===== config.mk =====
export PLATFORM = sky130hd
export DESIGN_NAME = priority_event_task_scheduler
export DESIGN_NICKNAME = d
export VERILOG_FILES = /design/src/hdl/pets_pkg.sv /design/src/hdl/priority_event_task_scheduler.sv /design/src/hdl/pets_cell.sv
export SDC_FILE = /design/constraint.sdc
export NUM_CORES = 2
export LEC_CHECK = 0
export ABC_CLOCK_PERIOD_IN_PS = 4100
export BUFFER_PORTS_ARGS = -buffer_cell sky130_fd_sc_hd__buf_2
export CORE_MARGIN = 2
export CORE_UTILIZATION = 55
export CTS_BUF_LIST = sky130_fd_sc_hd__clkbuf_16
export DETAILED_ROUTE_END_ITERATION = 12
export PLACE_DENSITY = 0.71
export SETUP_SLACK_MARGIN = 0.15
export SYNTH_ARGS = -nofsm -noshare
export SYNTH_HDL_FRONTEND = slang
export SYNTH_SLANG_ARGS = --single-unit

===== constraint.sdc =====
create_clock -name clk -period 4.1 [get_ports clk]
set_input_delay 0.41 -clock clk [delete_from_list [all_inputs] [get_ports clk]]
set_output_delay 0.41 -clock clk [all_outputs]
set_load 0.005 [all_outputs]

===== src/hdl/pets_pkg.sv =====
// Shared types and codes for the priority event task scheduler.
package pets_pkg;

  typedef enum logic [1:0] {
    MODE_ADD   = 2'd0,
    MODE_SET   = 2'd1,
    MODE_CLR   = 2'd2,
    MODE_QUERY = 2'd3
  } mode_t;

  typedef enum logic [1:0] {
    STAT_OK     = 2'd0,
    STAT_BAD_ID = 2'd1,
    STAT_FULL   = 2'd2
  } status_t;

  typedef enum logic {
    ST_IDLE,
    ST_SCAN
  } state_t;

  typedef struct packed {
    mode_t       mode;
    logic [3:0]  task_id;
    logic [15:0] event_flags;
    logic [7:0]  priority_req;
  } in_t;

  typedef struct packed {
    status_t     status;
    logic [3:0]  new_task_id;
    logic        ready_valid;
    logic [3:0]  ready_task_id;
    logic [15:0] ready_events;
  } out_t;

  // Command broadcast to every cell; each cell also gets its own select.
  typedef struct packed {
    logic        add;
    logic        set;
    logic        clr;
    logic [7:0]  prio;
    logic [15:0] flags;
  } cell_cmd_t;

  // Best candidate so far, handed from cell to cell.
  typedef struct packed {
    logic        found;
    logic [7:0]  prio;
    logic [3:0]  id;
    logic [15:0] events;
  } cand_t;

endpackage


===== src/hdl/priority_event_task_scheduler.sv =====
// Top level: task table as a chain of cells with a per-item ready search.
// The candidate passes one cell per cycle down the chain. A new beat is
//   taken only back in idle, after the result has gone into the output
//   register; that move waits while the register is full and not read.
// Reset (rst_n, synchronous): task count and all event masks cleared,
//   no result pending; priorities are left as they are until written.
module priority_event_task_scheduler #(
  parameter int MAX_TASKS  = 16,
  parameter int EVENT_BITS = 16
) (
  input  logic             clk,
  input  logic             rst_n,
  input  logic             in_valid,
  output logic             in_ready,
  input  pets_pkg::in_t    in_data,
  output logic             out_valid,
  input  logic             out_ready,
  output pets_pkg::out_t   out_data
);

  // Count width holds MAX_TASKS itself; compares run at least 4 bits wide
  // so a task id is never truncated.
  localparam int CW   = $clog2(MAX_TASKS + 1);
  localparam int CMPW = (CW > 4) ? CW : 4;

  pets_pkg::state_t    state_r, state_nxt;
  logic [CW-1:0]       count_r, count_nxt;
  logic [CW-1:0]       scan_r, scan_nxt;
  pets_pkg::status_t   stat_r;
  logic [3:0]          new_id_r;
  logic                out_valid_r, out_valid_nxt;
  pets_pkg::out_t      out_r;

  logic                accept;
  logic                scan_done;
  logic                load;
  logic [CMPW-1:0]     tid_x;
  logic [CMPW-1:0]     cnt_x;
  logic [CMPW-1:0]     tgt_x;
  logic                add_ok;
  logic                id_ok;
  pets_pkg::status_t   stat_now;
  pets_pkg::cell_cmd_t cmd;

  pets_pkg::cand_t     chain [MAX_TASKS+1];

  assign accept    = in_valid && in_ready;
  assign scan_done = (scan_r == CW'(MAX_TASKS));
  // Result moves into the output register once the last cell has seen the
  // updated table and the register is free (or being emptied this cycle).
  assign load      = (state_r == pets_pkg::ST_SCAN) && scan_done &&
                     (!out_valid_r || out_ready);

  assign tid_x  = CMPW'(in_data.task_id);
  assign cnt_x  = CMPW'(count_r);
  assign add_ok = (count_r != CW'(MAX_TASKS));
  assign id_ok  = (tid_x < cnt_x);

  // Decode the beat: command to the cells, status for the result.
  always_comb begin
    cmd       = '0;
    cmd.prio  = in_data.priority_req;
    cmd.flags = in_data.event_flags;
    tgt_x     = tid_x;
    stat_now  = pets_pkg::STAT_OK;
    unique case (in_data.mode)
      pets_pkg::MODE_ADD: begin
        tgt_x    = cnt_x;
        cmd.add  = accept && add_ok;
        stat_now = add_ok ? pets_pkg::STAT_OK : pets_pkg::STAT_FULL;
      end
      pets_pkg::MODE_SET: begin
        cmd.set  = accept && id_ok;
        stat_now = id_ok ? pets_pkg::STAT_OK : pets_pkg::STAT_BAD_ID;
      end
      pets_pkg::MODE_CLR: begin
        cmd.clr  = accept && id_ok;
        stat_now = id_ok ? pets_pkg::STAT_OK : pets_pkg::STAT_BAD_ID;
      end
      pets_pkg::MODE_QUERY: begin
        stat_now = pets_pkg::STAT_OK;
      end
      default: begin
        stat_now = pets_pkg::STAT_OK;
      end
    endcase
  end

  // Cell chain; the head sees "nothing found", the tail holds the winner.
  assign chain[0] = '0;

  for (genvar i = 0; i < MAX_TASKS; i++) begin : g_cell
    logic sel;
    assign sel = (tgt_x == CMPW'(i));
    pets_cell #(
      .IDX        (i),
      .EVENT_BITS (EVENT_BITS)
    ) u_cell (
      .clk      (clk),
      .rst_n    (rst_n),
      .cmd      (cmd),
      .sel      (sel),
      .cand_in  (chain[i]),
      .cand_out (chain[i+1])
    );
  end

  // Next state
  always_comb begin
    state_nxt = state_r;
    unique case (state_r)
      pets_pkg::ST_IDLE: begin
        if (accept) begin
          state_nxt = pets_pkg::ST_SCAN;
        end
      end
      pets_pkg::ST_SCAN: begin
        if (load) begin
          state_nxt = pets_pkg::ST_IDLE;
        end
      end
      default: begin
        state_nxt = pets_pkg::ST_IDLE;
      end
    endcase
  end

  // Outputs and datapath control
  always_comb begin
    in_ready      = (state_r == pets_pkg::ST_IDLE);
    count_nxt     = count_r;
    scan_nxt      = scan_r;
    out_valid_nxt = out_valid_r;
    if (accept) begin
      scan_nxt = '0;
      if (cmd.add) begin
        count_nxt = count_r + CW'(1);
      end
    end else if ((state_r == pets_pkg::ST_SCAN) && !scan_done) begin
      scan_nxt = scan_r + CW'(1);
    end
    if (load) begin
      out_valid_nxt = 1'b1;
    end else if (out_ready) begin
      out_valid_nxt = 1'b0;
    end
  end

  always_ff @(posedge clk) begin
    if (!rst_n) begin
      state_r     <= pets_pkg::ST_IDLE;
      count_r     <= '0;
      scan_r      <= '0;
      out_valid_r <= 1'b0;
    end else begin
      state_r     <= state_nxt;
      count_r     <= count_nxt;
      scan_r      <= scan_nxt;
      out_valid_r <= out_valid_nxt;
    end
  end

  // Per-item result fields, captured with the beat.
  always_ff @(posedge clk) begin
    if (accept) begin
      stat_r   <= stat_now;
      new_id_r <= cmd.add ? 4'(count_r) : 4'd0;
    end
  end

  always_ff @(posedge clk) begin
    if (load) begin
      out_r.status        <= stat_r;
      out_r.new_task_id   <= new_id_r;
      out_r.ready_valid   <= chain[MAX_TASKS].found;
      out_r.ready_task_id <= chain[MAX_TASKS].id;
      out_r.ready_events  <= chain[MAX_TASKS].events;
    end
  end

  assign out_valid = out_valid_r;
  assign out_data  = out_r;

endmodule


===== src/hdl/pets_cell.sv =====
// One task slot: priority, event mask and one stage of the ready search.
module pets_cell #(
  parameter int IDX        = 0,
  parameter int EVENT_BITS = 16
) (
  input  logic               clk,
  input  logic               rst_n,
  input  pets_pkg::cell_cmd_t cmd,
  input  logic               sel,
  input  pets_pkg::cand_t    cand_in,
  output pets_pkg::cand_t    cand_out
);

  localparam logic [3:0] ID = 4'(IDX);

  logic [7:0]            prio_r;
  logic [EVENT_BITS-1:0] ev_r;
  logic [EVENT_BITS-1:0] ev_nxt;
  logic [EVENT_BITS-1:0] flags_m;
  pets_pkg::cand_t       cand_r;
  pets_pkg::cand_t       cand_nxt;
  logic                  take;

  assign flags_m = EVENT_BITS'(cmd.flags);

  always_comb begin
    ev_nxt = ev_r;
    if (sel) begin
      priority if (cmd.add) begin
        ev_nxt = '0;
      end else if (cmd.set) begin
        ev_nxt = ev_r | flags_m;
      end else if (cmd.clr) begin
        ev_nxt = ev_r & ~flags_m;
      end else begin
        ev_nxt = ev_r;
      end
    end
  end

  always_ff @(posedge clk) begin
    if (sel && cmd.add) begin
      prio_r <= cmd.prio;
    end
  end

  always_ff @(posedge clk) begin
    if (!rst_n) begin
      ev_r <= '0;
    end else begin
      ev_r <= ev_nxt;
    end
  end

  // Strictly greater: an earlier cell keeps a tie.
  assign take = (ev_r != '0) && (!cand_in.found || (prio_r > cand_in.prio));

  always_comb begin
    cand_nxt = cand_in;
    if (take) begin
      cand_nxt.found  = 1'b1;
      cand_nxt.prio   = prio_r;
      cand_nxt.id     = ID;
      cand_nxt.events = 16'(ev_r);
    end
  end

  always_ff @(posedge clk) begin
    if (!rst_n) begin
      cand_r <= '0;
    end else begin
      cand_r <= cand_nxt;
    end
  end

  assign cand_out = cand_r;

endmodule


==> results.cfg <==
[status]
status = finished, final reports clean

[sta]
timing.setup.tns_ns = 0
skew_ns = 0.0174
fin_crit_sh_pct = 79.3
finalCriticalPeriod_ns = 3.25
tightest_slew_ns = 1.05
relSlewSlack_pct = 30.1
maxSlewViolCount = 0
rsz0062_at_grt = no
finalHoldViolCount = 0
fmax_mhz = 308
setup_violations = 0

[critical_path]
crit_path_end_kind = flip-flop
ff2ff_path_depth = 8
critPathKind = reg -> reg
cp-start-kind = flip-flop
cp_slowest_cell = o21ai_4
cpPeakStageDelay_ns = 0.76
rr_endpoint = g_cell[2].u_cell.ev_r[9]
ff2ff_setup_slack_ns = 0.85
crit_fanout = 27
crit_arrival_ns = 3.84
cp_cell_sequence = inv_1 > ha_1 > o21ai_0 > a21oi_1 > a211oi_4 > o21ai_4 > buf_4 > o221a_2
critPathRequiredTime_ns = 4.69
rr_startpoint = cnt_x[3]

[synth]
synth_area_per_cell_um2 = 9.87
synth_compound_area_share_pct = 15.0
synthesis.nets = 3949
netlist.area_leader.share_pct = 38.0
synth-simple-area-share_pct = 14.2
syn_area_um2 = 37400
synthMuxAreaShare_pct = 9.43
synth_top_area_cell = dfxtp_1
yosysWarnings = 0
synth_ff_type = dfxtp_1
yosysSeqAreaShare_pct = 50.9
synth_seq_cells = 870
yosys-top-cells-area = dfxtp_1, edfxtp_1, mux2i_1
synth_edf_count = 161
synthAdderAreaFrac_pct = 4.35
ys_async_sr_fraction_pct = 0
synth-xor-area-share_pct = 0.187
syn_inst = 3785
synth_top_family_by_area = compound AO/OA/AOI/OAI gates
ys_types = 60

[drt]
wl_per_cell_um = 23.3
vias = 28600
dr.pass1.iters = 6
wl_met1_um = 45800
drt_iter0_markers = 3934
route.detailed.drc = 0
top_layer = met5
routed_wl_um = 109000
wl_met3_um = 11200
drtAntennaViolNets = 0
viasPerCell = 6.13
wl_met2_um = 46600

[worst_hold_path]
holdPathStages = 3
min_from = in_valid
worstHoldPathType = in -> reg
min_to = state_r

[global_routing]
grt_pass1_wl_um = 164000
grt-ovfl-total = 0
grt_max_degree = 177
first_global_vias = 26800
antenna_found_initial = 2
grt_util_all_layers_pct = 30.6

[power]
power_frac_comb_pct = 6.8
sequentialPowerShare_pct = 49.3
total_power_w = 0.0180
p_leak_nw = 14.1
switching_share_pct = 24.1
clkPwrFrac_pct = 43.9
powerDensity_nw_per_um2 = 435
switching_power_w = 0.00434
intPower_w = 0.0137
ir_worst_vdd_mv = 0.348

[cts]
root_buffer = clkbuf_16
clk_latency_ns = 0.65
cts_max_path_buffers = 3
h-tree-depth = 3
cts_tree = yes
ctsResizeCount = 0
clock_sinks = 870
clk_pin_slew_worst_paths_ns = 0.06
cts_hold_buf = 0
post-cts-setup-buffer-count = 0
numCtsBuffers = 88

[placement]
place_congestion = 0.929
hpwlAfterDp_um = 74500
port_buffers = 62

[die]
die_x_um = 265
die_y_um = 265
start_util_pct = 55.5
core-area_um2 = 67300
io_pins = 63
die_area_um2 = 70100
rows = 95

[job]
cap_violations = 0

[finish]
synthToLayoutAreaGrowth_pct = 10.8
drive_above_1_share_pct = 11.9
nets = 3890
==> critical path, delay by kind of cell (launching register included) <==
family / cells / cell delay, ns
compound gates: 5 / 1.90
buf+inv: 2 / 0.57
flops: 1 / 0.42
fa+ha+maj: 1 / 0.29
==> metal layers <==
layer	up-vias	global-route usage [%]
li1	13400	-
met1	13600	41.8
met2	1367	46.0
met3	269	7.39
met4	4	14.1
met5	-	0
==> cell usage in the layout (no fill, tap or decap), drive strengths merged, types with 8 or more instances in the layout <==
cell     count
mux2i      352
nor3b       15
bufinv       8
nor3        22
and4         8
or3         50
clkbuf      90
a21o         9
dfxtp      709
o21a        45
nand2      773
o211ai     113
a221oi     108
nor2        98
nor2b       22
o211a        8
edfxtp     161
clkinv      30
a211oi     140
nor4        64
o2111ai      9
inv        290
and2        45
nand4       44
o21ai       19
o31a         9
buf        156
o221a      144
and3        20
ha         130
nand3       11
a21oi       34
==> cell type report <==
class | count | area [um^2]
Fill cell | 5547 | 25900
Timing Repair Buffer | 156 | 1140
Inverter | 261 | 980
Clock buffer | 90 | 2250
Clock inverter | 71 | 568
Sequential cell | 870 | 19000
Multi-Input combinational cell | 2349 | 16300
Tap cell | 873 | 1090
Antenna cell | 1 | 2.50
==> sequential cells by signal, summed over array words and instances (netlist names) <==
name,count
new_id_r,4
g_cell.u_cell.prio_r,128
cnt_x,5
g_cell.u_cell.cand_out,441
out_valid,1
state_r,1
out_data,27
stat_r,2
g_cell.u_cell.ev_r,256
scan_r,5
==> how the worst max path moves through the flow <==
stage | from | slack [ns] | endpoint
4_1_cts | cnt_x[3] | 0.90 | g_cell[2].u_cell.ev_r[9]
3_3_place_gp | in_data[29] | 0.85 | g_cell[12].u_cell.prio_r[3]
6_report | cnt_x[3] | 0.85 | g_cell[2].u_cell.ev_r[9]
2_1_floorplan | cnt_x[0] | 1.32 | g_cell[12].u_cell.prio_r[0]
5_1_grt | cnt_x[3] | 0.67 | g_cell[7].u_cell.ev_r[13]
3_5_place_dp | in_data[28] | 0.77 | g_cell[12].u_cell.prio_r[2]
==> synth_stat cells (15+ instances only) <==
master and number:
nand2_1 773, dfxtp_1 709, mux2i_1 352, inv_1 260, clkbuf_1 240, edfxtp_1 161, o221a_2 144, a211oi_1 139
ha_1 130, o211ai_1 113, a221oi_1 108, nor2_1 98, nor4_1 64, or3_1 50, and2_1 45, o21a_1 45
nand4_1 44, buf_2 36, a21oi_1 33, buf_1 26, nor2b_1 22, nor3_1 21, and3_1 20, nor3b_1 15
==> logic make-up (layout without fill, tap and decap cells) <==
kind of cell / count (synthesis) / after routing
buffers and inverters: 566 / 578
AOI/OAI and AO/OA: 665 / 665
other: 0 / 1
DFF: 870 / 870
muxes: 352 / 352
xor gates and xnor gates: 8 / 8
and+or+nand+nor: 1194 / 1194
adders and majority gates: 130 / 130
==> power by group through the flow <==
stage,clock [W],sequential [W],combinational [W]
after global placement,0,0.00906,0.00118
after floorplan,0,0.00903,0.000800
after CTS,0.00796,0.00888,0.00119
final,0.00790,0.00888,0.00122
after detailed placement,0,0.00906,0.00119
after global routing,0.00832,0.00888,0.00129
==> through the flow <==
| stage | worst slack [ns] | std cells | hold WS, ns | util, % | area [um^2] |
|---|---|---|---|---|---|
| 6_report | 0.850 | 4671 | 0.0389 | 61.5 | 41400 |
| 5_1_grt | 0.665 | 4670 | 0.0845 | 61.5 | 41400 |
| 4_1_cts | 0.900 | 4670 | 0.0321 | 61.5 | 41400 |
| 3_5_place_dp | 0.770 | 4509 | 0.389 | 57.3 | 38600 |
| 3_3_place_gp | 0.850 | 4509 | 0.387 | 57.3 | 38600 |
| 2_1_floorplan | 1.32 | 3785 | 0.386 | - | 37400 |
Note: power is estimated with default switching activity, not from simulation.
